<file path="config.mk">
export PLATFORM = sky130hd
export DESIGN_NAME = lfu_cache_lru_tiebreak_top
export DESIGN_NICKNAME = d
export VERILOG_FILES = /design/src/rtl/lfu_pkg.sv /design/src/rtl/lfu_ram.sv /design/src/rtl/lfu_ctrl.sv /design/src/rtl/lfu_cache_lru_tiebreak_top.sv
export SDC_FILE = /design/constraint.sdc
export NUM_CORES = 2
export LEC_CHECK = 0
export BUFFER_PORTS_ARGS = -buffer_cell sky130_fd_sc_hd__buf_2
export CORE_MARGIN = 4
export CORE_UTILIZATION = 50
export CTS_CLUSTER_SIZE = 25
export DETAILED_ROUTE_END_ITERATION = 10
export PLACE_DENSITY = 0.68
export SLEW_MARGIN = 10
export SYNTH_ARGS = -nofsm -noshare
export SYNTH_HDL_FRONTEND = slang
export SYNTH_SLANG_ARGS = --single-unit
</file>
<file path="constraint.sdc">
create_clock -name clk -period 10.7 [get_ports clk]
set_input_delay 0.535 -clock clk [delete_from_list [all_inputs] [get_ports clk]]
set_output_delay 0.535 -clock clk [all_outputs]
set_load 0.01 [all_outputs]
</file>
<file path="src/rtl/lfu_pkg.sv">
package lfu_pkg;

	localparam int unsigned EntriesDefault = 16;
	localparam int unsigned CountBitsDefault = 16;
	localparam int unsigned CapBits = 5;
	localparam logic [CapBits-1:0] CapReset = 5'd16;

	typedef enum logic {
		CMD_GET = 1'b0,
		CMD_PUT = 1'b1
	} cmd_t;

	typedef struct packed {
		logic cmd;
		logic signed [31:0] lookup_key;
		logic signed [31:0] write_value;
	} in_word_t;

	typedef struct packed {
		logic found;
		logic signed [31:0] read_value;
		logic evicted;
		logic signed [31:0] evicted_key;
	} out_word_t;

endpackage

</file>
<file path="src/rtl/lfu_ram.sv">
module lfu_ram #(
	parameter int unsigned WIDTH = 8,
	parameter int unsigned DEPTH = 16
) (
	input  logic                     clk,
	input  logic                     we,
	input  logic [$clog2(DEPTH)-1:0] waddr,
	input  logic [WIDTH-1:0]         wdata,
	input  logic [$clog2(DEPTH)-1:0] raddr,
	output logic [WIDTH-1:0]         rdata
);
	logic [WIDTH-1:0] mem [DEPTH];

	always_ff @(posedge clk) begin
		if (we) begin
			mem[waddr] <= wdata;
		end
		rdata <= mem[raddr];
	end
endmodule

</file>
<file path="src/rtl/lfu_ctrl.sv">
module lfu_ctrl #(
	parameter int unsigned ENTRIES = 16,
	parameter int unsigned COUNT_BITS = 16
) (
	input  logic              clk,
	input  logic              arst_n,
	input  logic [lfu_pkg::CapBits-1:0] capacity,
	input  lfu_pkg::in_word_t in_word,
	input  logic              in_valid,
	output logic              in_ready,
	output lfu_pkg::out_word_t out_word,
	output logic              out_valid,
	input  logic              out_ready
);
	import lfu_pkg::*;

	localparam int unsigned AW = (ENTRIES > 1) ? $clog2(ENTRIES) : 1;
	localparam int unsigned NB = $clog2(ENTRIES + 1);
	localparam int unsigned RW = 64 + COUNT_BITS + AW;
	localparam logic [COUNT_BITS-1:0] CountMax = '1;
	localparam logic [NB-1:0] LastIdx = NB'(ENTRIES - 1);

	// Each row holds key, value, use count and recency rank.
	typedef struct packed {
		logic [31:0]           key;
		logic [31:0]           value;
		logic [COUNT_BITS-1:0] count;
		logic [AW-1:0]         rank;
	} row_t;

	typedef enum logic [2:0] {
		ST_CLEAR, ST_IDLE, ST_SCAN, ST_FIX, ST_WRITE, ST_OUT
	} state_t;

	state_t state_q;
	logic [ENTRIES-1:0] valid_q;
	logic [NB-1:0] occ_q;
	logic [NB-1:0] idx_q;
	logic rd_pend_q;
	logic [AW-1:0] rd_idx_q;
	in_word_t item_q;
	logic hit_q;
	logic [AW-1:0] hit_idx_q;
	row_t hit_row_q;
	logic vic_ok_q;
	logic [AW-1:0] vic_idx_q;
	row_t vic_row_q;
	logic free_ok_q;
	logic [AW-1:0] free_idx_q;
	logic evict_q;
	logic [AW-1:0] tgt_q;
	logic [NB-1:0] cap_q;
	out_word_t out_q;
	logic out_v_q;

	logic we;
	logic [AW-1:0] waddr, raddr;
	row_t wrow, rrow;

	lfu_ram #(.WIDTH(RW), .DEPTH(ENTRIES)) u_ram (
		.clk(clk), .we(we), .waddr(waddr), .wdata(wrow),
		.raddr(raddr), .rdata(rrow)
	);

	logic [NB-1:0] cap_eff;
	assign cap_eff = (32'(capacity) > ENTRIES) ? NB'(ENTRIES) : NB'(capacity);

	logic row_v;
	assign row_v = valid_q[rd_idx_q];
	assign raddr = idx_q[AW-1:0];
	assign in_ready = (state_q == ST_IDLE) && !out_v_q;
	assign out_word = out_q;
	assign out_valid = out_v_q;

	logic evict_now;
	assign evict_now = !hit_q && (item_q.cmd == CMD_PUT) && (occ_q >= cap_q) && vic_ok_q;

	// Write-back of a row seen in the fix pass, with its rank adjusted where needed.
	row_t fix_row;
	logic fix_we;
	always_comb begin
		fix_row = rrow;
		fix_we = 1'b0;
		if (row_v) begin
			if (hit_q) begin
				if (rd_idx_q != hit_idx_q && rrow.rank < hit_row_q.rank) begin
					fix_row.rank = rrow.rank + 1'b1;
					fix_we = 1'b1;
				end
			end else if (!(evict_q && rd_idx_q == vic_idx_q)) begin
				fix_we = 1'b1;
				if (!(evict_q && rrow.rank > vic_row_q.rank)) begin
					fix_row.rank = rrow.rank + 1'b1;
				end
			end
		end
	end

	row_t new_row;
	always_comb begin
		new_row = hit_row_q;
		if (hit_q) begin
			if (hit_row_q.count != CountMax) begin
				new_row.count = hit_row_q.count + 1'b1;
			end
			new_row.rank = '0;
			if (item_q.cmd == CMD_PUT) begin
				new_row.value = item_q.write_value;
			end
		end else begin
			new_row.key = item_q.lookup_key;
			new_row.value = item_q.write_value;
			new_row.count = COUNT_BITS'(1);
			new_row.rank = '0;
		end
	end

	always_comb begin
		we = 1'b0;
		waddr = rd_idx_q;
		wrow = fix_row;
		if (state_q == ST_CLEAR) begin
			we = 1'b1;
			waddr = idx_q[AW-1:0];
			wrow = '0;
		end else if (state_q == ST_FIX && rd_pend_q) begin
			we = fix_we;
		end else if (state_q == ST_WRITE) begin
			we = 1'b1;
			waddr = tgt_q;
			wrow = new_row;
		end
	end

	logic better;
	assign better = !vic_ok_q || rrow.count < vic_row_q.count ||
		(rrow.count == vic_row_q.count && rrow.rank > vic_row_q.rank);

	always_ff @(posedge clk or negedge arst_n) begin
		if (!arst_n) begin
			state_q <= ST_CLEAR;
			valid_q <= '0;
			occ_q <= '0;
			idx_q <= '0;
			rd_pend_q <= 1'b0;
			out_v_q <= 1'b0;
		end else begin
			if (state_q == ST_OUT) begin
				out_v_q <= 1'b1;
			end else if (out_v_q && out_ready) begin
				out_v_q <= 1'b0;
			end
			unique case (state_q)
				ST_CLEAR: begin
					if (idx_q == LastIdx) begin
						idx_q <= '0;
						state_q <= ST_IDLE;
					end else begin
						idx_q <= idx_q + 1'b1;
					end
				end
				ST_IDLE: begin
					if (in_valid && in_ready) begin
						item_q <= in_word;
						cap_q <= cap_eff;
						hit_q <= 1'b0;
						vic_ok_q <= 1'b0;
						free_ok_q <= 1'b0;
						idx_q <= '0;
						rd_pend_q <= 1'b0;
						if (cap_eff == '0) begin
							out_q <= '{found: 1'b0, read_value: '1, evicted: 1'b0,
								evicted_key: '0};
							state_q <= ST_OUT;
						end else begin
							state_q <= ST_SCAN;
						end
					end
				end
				ST_SCAN: begin
					rd_pend_q <= (idx_q <= LastIdx);
					rd_idx_q <= idx_q[AW-1:0];
					if (idx_q <= LastIdx) begin
						idx_q <= idx_q + 1'b1;
					end
					if (rd_pend_q) begin
						if (row_v) begin
							if (!hit_q && rrow.key == item_q.lookup_key) begin
								hit_q <= 1'b1;
								hit_idx_q <= rd_idx_q;
								hit_row_q <= rrow;
							end
							if (better) begin
								vic_ok_q <= 1'b1;
								vic_idx_q <= rd_idx_q;
								vic_row_q <= rrow;
							end
						end else if (!free_ok_q) begin
							free_ok_q <= 1'b1;
							free_idx_q <= rd_idx_q;
						end
					end else if (idx_q > LastIdx) begin
						idx_q <= '0;
						evict_q <= evict_now;
						if (hit_q) begin
							tgt_q <= hit_idx_q;
							out_q <= '{found: 1'b1,
								read_value: (item_q.cmd == CMD_GET) ? hit_row_q.value : '1,
								evicted: 1'b0, evicted_key: '0};
							state_q <= ST_FIX;
						end else if (item_q.cmd == CMD_GET) begin
							out_q <= '{found: 1'b0, read_value: '1, evicted: 1'b0,
								evicted_key: '0};
							state_q <= ST_OUT;
						end else begin
							out_q <= '{found: 1'b0, read_value: '1, evicted: evict_now,
								evicted_key: evict_now ? vic_row_q.key : '0};
							if (evict_now) begin
								tgt_q <= free_ok_q && free_idx_q < vic_idx_q ?
									free_idx_q : vic_idx_q;
								state_q <= ST_FIX;
							end else if (free_ok_q) begin
								tgt_q <= free_idx_q;
								state_q <= ST_FIX;
							end else begin
								state_q <= ST_OUT;
							end
						end
					end
				end
				ST_FIX: begin
					rd_pend_q <= (idx_q <= LastIdx);
					rd_idx_q <= idx_q[AW-1:0];
					if (idx_q <= LastIdx) begin
						idx_q <= idx_q + 1'b1;
					end else if (!rd_pend_q) begin
						state_q <= ST_WRITE;
					end
				end
				ST_WRITE: begin
					if (!hit_q) begin
						if (!evict_q) begin
							occ_q <= occ_q + 1'b1;
						end else if (vic_idx_q != tgt_q) begin
							valid_q[vic_idx_q] <= 1'b0;
						end
						valid_q[tgt_q] <= 1'b1;
					end
					state_q <= ST_OUT;
				end
				ST_OUT: begin
					state_q <= ST_IDLE;
				end
				default: state_q <= ST_IDLE;
			endcase
		end
	end
endmodule

</file>
<file path="src/rtl/lfu_cache_lru_tiebreak_top.sv">
// Channel  Direction  Payload / data
// in       input      in_word_t: cmd, lookup_key, write_value
// out      output     out_word_t: found, read_value, evicted, evicted_key
// cfg      input      capacity, 5 bits
// A hit or a put of a new key passes from acceptance to a valid result through
// a scan pass and a rank fix pass over the row memory, then a write-back.
// A get miss ends after the scan pass; any word at capacity zero skips all passes.
// After reset a clearing pass over every row runs before the first word is accepted.
// A stalled result holds the block until it is taken.
module lfu_cache_lru_tiebreak_top #(
	parameter int unsigned ENTRIES = lfu_pkg::EntriesDefault,
	parameter int unsigned COUNT_BITS = lfu_pkg::CountBitsDefault
) (
	input  logic               clk,
	input  logic               arst_n,
	input  lfu_pkg::in_word_t  in_word,
	input  logic               in_valid,
	output logic               in_ready,
	output lfu_pkg::out_word_t out_word,
	output logic               out_valid,
	input  logic               out_ready,
	input  logic [lfu_pkg::CapBits-1:0] cfg_data,
	input  logic               cfg_valid,
	output logic               cfg_ready
);
	import lfu_pkg::*;

	logic [CapBits-1:0] capacity_q;

	assign cfg_ready = 1'b1;

	always_ff @(posedge clk or negedge arst_n) begin
		if (!arst_n) begin
			capacity_q <= CapReset;
		end else if (cfg_valid && cfg_ready) begin
			capacity_q <= cfg_data;
		end
	end

	lfu_ctrl #(.ENTRIES(ENTRIES), .COUNT_BITS(COUNT_BITS)) u_ctrl (
		.clk(clk), .arst_n(arst_n), .capacity(capacity_q),
		.in_word(in_word), .in_valid(in_valid), .in_ready(in_ready),
		.out_word(out_word), .out_valid(out_valid), .out_ready(out_ready)
	);

`ifndef NO_ASSERTIONS
	a_no_accept_while_out: assert property (@(posedge clk) disable iff (!arst_n)
		out_valid |-> !in_ready) else $error("input accepted with result pending");
	a_put_no_read: assert property (@(posedge clk) disable iff (!arst_n)
		(out_valid && out_word.evicted) |-> (out_word.read_value == '1 && !out_word.found))
		else $error("eviction with a hit");
	a_evict_key_zero: assert property (@(posedge clk) disable iff (!arst_n)
		(out_valid && !out_word.evicted) |-> out_word.evicted_key == '0)
		else $error("evicted key without eviction");
`endif
endmodule

</file>
Yosys cells after proc, flatten, opt, wreduce, memory -nomap -nowiden
Memory sizes are Yosys's and may differ from the RTL's. A register that Yosys moved wholly into a read port is not among the register bits.
Cells that the tools add are included.
Cells by class
  add/subtract/negate cells: 4
  equal/unequal tests: 24
  reductions and logical operators: 45
  multipliers: 0
  magnitude comparators: 13
  multiplexer cells: 82
  divide/modulo/power cells: 0
  bitwise logic cells: 8
  shifts and indexed selects: 0
Operator list (count)
  66-bit two-way mux: 5
  84-bit two-way mux: 3
  66-bit case mux with 2 select lines: 1
  32-bit two-way mux: 4
  16-bit two-way mux: 5
  4-bit two-way mux: 13
  52-bit two-way mux: 1
  3-bit two-way mux: 11
  33-bit two-way mux: 1
  32-bit == test: 1
  5-bit two-way mux: 6
  6-bit AND reduction: 5
  1-bit two-way mux: 23
  5-bit case mux with 4 select lines: 1
  5-bit AND reduction: 4
  16-bit by 1-bit adder with 16-bit output, second input constant: 1
  16-bit AND: 1
  16-bit == test: 1
  16-bit less-than comparator: 1
  16-bit inequality test, second input constant: 1
  16-bit NOT: 1
  16-bit OR: 1
  1-bit logical AND: 15
  4-bit by 5-bit less-than comparator with 1-bit output, second input constant: 3
  33 further kinds: 67
Storage, ports and cells
  bits of input ports: 75
  latch bits: 0
  bits in registers: 332
  RAM bits: 1344
  bits in read-only memories: 0
  memories: 1
  output and inout bits: 69
  word-level logic and storage cells: 208
Memories
  u_ctrl.u_ram.mem: depth 16, width 84, rd ports 1, clocked after Yosys merged registers in 1, wr ports 1, RTL line lfu_ram.sv:12  | logic [WIDTH-1:0] mem [DEPTH];

Depth between registers and ports, before layout
  word-level depth: 11
  depth in mapped cells: 10
  depth with buffers taken out: 9

Modules after synthesis
A second synthesis with hierarchy kept.
Second synthesis, totals
  cell total of the unflattened synthesis: 3285
  area total of the unflattened synthesis: 66885.4 um^2
Modules (own cells, without submodules)
  lfu_ram: times used 1, sequential area each 42040.3 um^2, area an instance 52052.4 um^2, cells each 2154
  lfu_ctrl: times used 1, sequential area each 9664.3 um^2, area an instance 14639.0 um^2, cells each 1119
  lfu_cache_lru_tiebreak_top: times used 1, sequential area each 126.4 um^2, area an instance 193.9 um^2, cells each 12

Worst setup path after synthesis
OpenSTA, ideal clock, no wires.
  path kind: register -> register
  start point: reg u_ctrl.idx_q[1]
  end point: mem u_ctrl.u_ram.mem[3][0] (netlist bit), enable pin
  path buffers: 3
  setup slack: 2632 ps
  required time: 10071 ps
  data arrival time: 7439 ps
  setup time: 629 ps
  clock period less this slack: 8068 ps
  stages on the path, launching flop included: 8
  cells stage by stage: dfrtp_1 > clkbuf_1 > clkbuf_1 > clkbuf_1 > mux2i_1 > o21ai_0 > nand2_1 > nor3_1
Between the ends
  longest elaborated chain between the ends: 1
RTL lines
  start: declaration: RTL line lfu_ctrl.sv:38  | logic [NB-1:0] idx_q;
  start signal: assignment: RTL line lfu_ctrl.sv:159  | idx_q <= idx_q + 1'b1;
  start signal: assignment: RTL line lfu_ctrl.sv:184  | idx_q <= idx_q + 1'b1;
  start signal: assignment: RTL line lfu_ctrl.sv:235  | idx_q <= idx_q + 1'b1;
  4-bit two-way mux: RTL line lfu_ctrl.sv:122  | if (state_q == ST_CLEAR) begin
  end: declaration: RTL line lfu_ram.sv:12
Every way passes these cells.

Worst setup path in the final report
  start point: reg u_ctrl.state_q[0]
  end point: mem u_ctrl.u_ram.mem[11][60] (netlist bit), enable pin
Between the ends
  longest elaborated chain between the ends: 6
  elaborated cells between the ends (all ways): 12
  those cells by class: eq/ne (2); mux (8); reduce/logical (2)
RTL lines
  start: declaration: RTL line lfu_ctrl.sv:35  | state_t state_q;
  start signal: assignment: RTL line lfu_ctrl.sv:141  | state_q <= ST_CLEAR;
  start signal: assignment: RTL line lfu_ctrl.sv:157  | state_q <= ST_IDLE;
  start signal: assignment: RTL line lfu_ctrl.sv:174  | state_q <= ST_OUT;
  3-bit == test / 3-bit by 2-bit == test with 1-bit output (equally long branches): RTL line lfu_ctrl.sv:128, lfu_ctrl.sv:126
  1-bit two-way mux / 1-bit logical AND (equally long branches): RTL line lfu_ctrl.sv:128, lfu_ctrl.sv:126
  1-bit two-way mux: RTL line lfu_ctrl.sv:126  | end else if (state_q == ST_FIX && rd_pend_q) begin
  1-bit two-way mux: RTL line lfu_ctrl.sv:122
  1-bit two-way mux: RTL line lfu_ram.sv:15  | if (we) begin
  1-bit two-way mux (implied by the code): RTL line lfu_ram.sv:16  | mem[waddr] <= wdata;
Parallel ways exist; a longest one is shown, timed or not.

==> flow_summary.yaml <==
setup_path:
  timing.critical_path.slowest_stage_cell: "sky130_fd_sc_hd__buf_4"
  cp-start-kind: "register"
  setup.worst_path.class: "reg2reg"
  crit_chain: "or2_4 -> buf_4 -> nand2_1 -> o21ai_0 -> nand2_1 -> nor3_2 -> buf_4 -> buf_4"
  crit_path_largest_cell_delay_ns: 0.79
  cp-startpoint: "u_ctrl.state_q[0]$_DFFE_PN0P_"
  r2r-start: "u_ctrl.state_q[0]$_DFFE_PN0P_"
  critPathRequiredTime_ns: 11.11
  data_arrival_at_the_endpoint_of_the_critical_path_ns: 5.44
  cp-end-kind: "register"
  worstPathMaxFanout: 51
  cp_common_cell: "sky130_fd_sc_hd__buf_4"
logic_synthesis:
  post_synth_num_cell_types: 63
  synth.yosys.warnings: 0
  synth_fa_ha_area_share_pct: 0.6738
  synth_edf_count: 1640
  synth_top_family_by_area: "multiplexers"
  synthesized_flop_and_latch_total: 1760
  synth_top_area_share_pct: 73.67
  synth.largest_area_cell: "sky130_fd_sc_hd__edfxtp_1"
  synth.area.mux_share_pct: 15.50
  post_synth_inst_count: 3086
  synthArstFlopShare_pct: 2.045
  yosys.area_share.xor_xnor_pct: 0.7861
  yosys-top-cells-area: "sky130_fd_sc_hd__edfxtp_1 (74%), sky130_fd_sc_hd__mux4_2 (14%), sky130_fd_sc_hd__dfxtp_1 (2.5%)"
  synth_simple_gate_area_share_pct: 2.587
  syn_nets: 3197
  sequential_cell_area_fraction_in_the_yosys_report_pct: 77.53
  synthFlopType: "sky130_fd_sc_hd__edfxtp_1"
  avgSynthCellArea_um2: 21.66
  synth-compound-area-share_pct: 1.698
  synthesis.area_um2: 66850
pwr:
  worst_vdd_rail_ir_drop_uv: 187.9
  power.density_nw_per_um2: 272.3
  total_power_after_layout_w: 0.02089
  leakagePower_nw: 25.22
clocking:
  tritoncts: "built"
  post_cts_repair_timing_setup_buffer_count: 0
  cts-root-buf: "sky130_fd_sc_hd__clkbuf_16"
  insertion_delay_to_the_later_sink_of_the_worst_skew_pair_ns: 0.80
  ctsHoldBuffers: 71
  post_cts.resized_instances: 0
  max_clock_buf_depth: 3
  cts-htree-levels: 4
  path_clk_slew_ns: 0.06
  number_of_sinks_on_the_clock_net: 1760
  cts_inserted_buffers: 172
sta:
  max_freq_mhz: 198.7
  setup_viol: 0
  slew-limit-headroom_pct: 17.35
  rsz0062_at_grt: "no"
  drv_slew: 0
  timing.final.crit_share_pct: 47.03
  fin_crit_period_ns: 5.032
  tns_ns: 0
  hold_violations: 0
  worstMarginPinSlew_ns: 1.240
  clock_skew_ns: 0.03373
floorplanning:
  design.portCount: 144
  fp.dieArea_um2: 139600
  die-height_um: 373.7
  die_x_um: 373.7
  placeableCoreArea_um2: 132100
  initial_utilization_pct: 50.60
  row_count: 133
placement:
  numPortBuffers: 142
  post-dp-hpwl_mm: 80.04
  finalWeightedCongestion: 0.7899
final_layout:
  layout_commonest_cell: "sky130_fd_sc_hd__edfxtp_1"
  fraction_of_final_layout_cells_sized_beyond_drive_strength_1_pct: 28.54
  mostFrequentLayoutCells: "sky130_fd_sc_hd__edfxtp_1 (1640), sky130_fd_sc_hd__mux4_2 (421), sky130_fd_sc_hd__clkbuf_16 (173)"
  ant_cells: 0
  final_net_count: 3557
  syn_to_final_growth_pct: 14.75
  fin_util_pct: 58.06
global_route:
  grt-busiest-layer: "met2"
  antenna_found_initial: 1
  grt_pass1_wl_mm: 225.8
  grt_remaining_overflow: 0
  number_of_global_route_vias_before_repair: 34030
  globalRouteMet2Util_pct: 35.64
  global_route.usage.total_pct: 21.78
  routing_usage_on_met3_pct: 3.901
  grt_start_max_net_pins: 77
  met1_track_demand_over_resource_pct: 30.98
job:
  max_cap_violations: 0
routing:
  drt_first_pass_iters: 6
  viasPerCell: 6.079
  dr.first_iter.drc_count: 3787
  vias: 32500
  drt_drc_violations_left: 0
  routed_wire_length_per_instance_um: 28.36
  drt_wl_total_mm: 151.6
  detail-route-antenna-nets: 0
min_path:
  holdCritStartpoint: "cfg_valid"
  hold_path_class: "in2reg"
run_status:
  run_status: "complete, no violations"
==> per-layer routing <==
metal / part of all wire (%) / wire length [um]
met2: 50 / 75410
met5: 0 / 0
met3: 7.3 / 11010
met4: 1.9 / 2887
met1: 41 / 62300
==> final timing paths <==
kind,to,slack (ns),depth (start not counted)
worst max register to register,u_ctrl.u_ram.mem[11][60]$_DFFE_PP_,5.67,8
worst min register to register,u_ctrl.hit_row_q[39]$_DFFE_PP_,0.43,0
worst max-delay path,u_ctrl.u_ram.mem[11][60]$_DFFE_PP_,5.67,8
max in group asynchronous,u_ctrl.idx_q[2]$_DFFE_PN0P_,9.91,3
worst min-delay path,capacity_q[3]$_DFFE_PN0P_,0.07,2
min in group asynchronous,capacity_q[3]$_DFFE_PN0P_,0.36,3
==> layout make-up <==
cell class              instances  area [um^2]
fillers                      9409        55410
flip-flops and latches       1760        51840
multi-input cells            1129        14340
clock buffers                 231         4747
repair buffers                336         2345
well taps                    1755         2196
clock inverters                88         1067
inverters                      47        183.9
==> flip-flops by register name (all words and copies together), names as in the netlist, 16 cells and up <==
signal and count:
u_ctrl.out_word 66, u_ctrl.valid_q 16, u_ctrl.u_ram.rdata 84, u_ctrl.hit_row_q 84
u_ctrl.vic_row_q 52, u_ctrl.u_ram.mem 1344, u_ctrl.item_q 65
==> critical path: cells and delay by family (launching register included) <==
kind / cells / cell delay, ns
simple gates: 4 / 1.39
buf+inv: 3 / 2.32
flops: 1 / 0.71
compound gates: 1 / 0.17
==> report_power, final <==
| group | switching (W) | total (W) | internal, W |
|---|---|---|---|
| sequential | 0.000483 | 0.00977 | 0.00928 |
| combinational | 0.00287 | 0.00497 | 0.00210 |
| clock | 0.00253 | 0.00615 | 0.00361 |
| total | 0.00589 | 0.0209 | 0.0150 |
==> kinds of logic (layout without fill, tap and decap cells) <==
group                      after synthesis  in the layout
DFF                                   1760           1760
muxes                                  502            502
and+or+nand+nor                        339            339
buffers and inverters                  197            702
AOI/OAI and AO/OA                      191            191
xor gates and xnor gates                60             60
adders and majority gates               36             36
other                                    1              1
==> through the flow <==
stage,cells,cell area (um^2),setup slack (ns),hold slack [ns]
4_1_cts,5338,76650,5.675,0.001928
5_1_grt,5346,76720,5.447,0.03165
6_report,5346,76720,5.668,0.07433
3_5_place_dp,4948,70120,5.741,0.4141
2_1_floorplan,3086,66850,2.632,0.2394
3_3_place_gp,4941,70070,5.894,0.4136
==> cell usage after synthesis (24+ instances only) <==
library cell / n
sky130_fd_sc_hd__and3_1: 42
sky130_fd_sc_hd__dfxtp_1: 84
sky130_fd_sc_hd__o21ai_0: 119
sky130_fd_sc_hd__or2_2: 35
sky130_fd_sc_hd__buf_2: 24
sky130_fd_sc_hd__xnor2_1: 26
sky130_fd_sc_hd__clkbuf_1: 106
sky130_fd_sc_hd__mux4_2: 421
sky130_fd_sc_hd__edfxtp_1: 1640
sky130_fd_sc_hd__inv_1: 46
sky130_fd_sc_hd__nor3_1: 25
sky130_fd_sc_hd__dfrtp_1: 35
sky130_fd_sc_hd__ha_1: 36
sky130_fd_sc_hd__nor2_1: 30
sky130_fd_sc_hd__xor2_1: 34
sky130_fd_sc_hd__nand2_1: 118
sky130_fd_sc_hd__mux2i_1: 71
(Power assumes the default switching activity.)
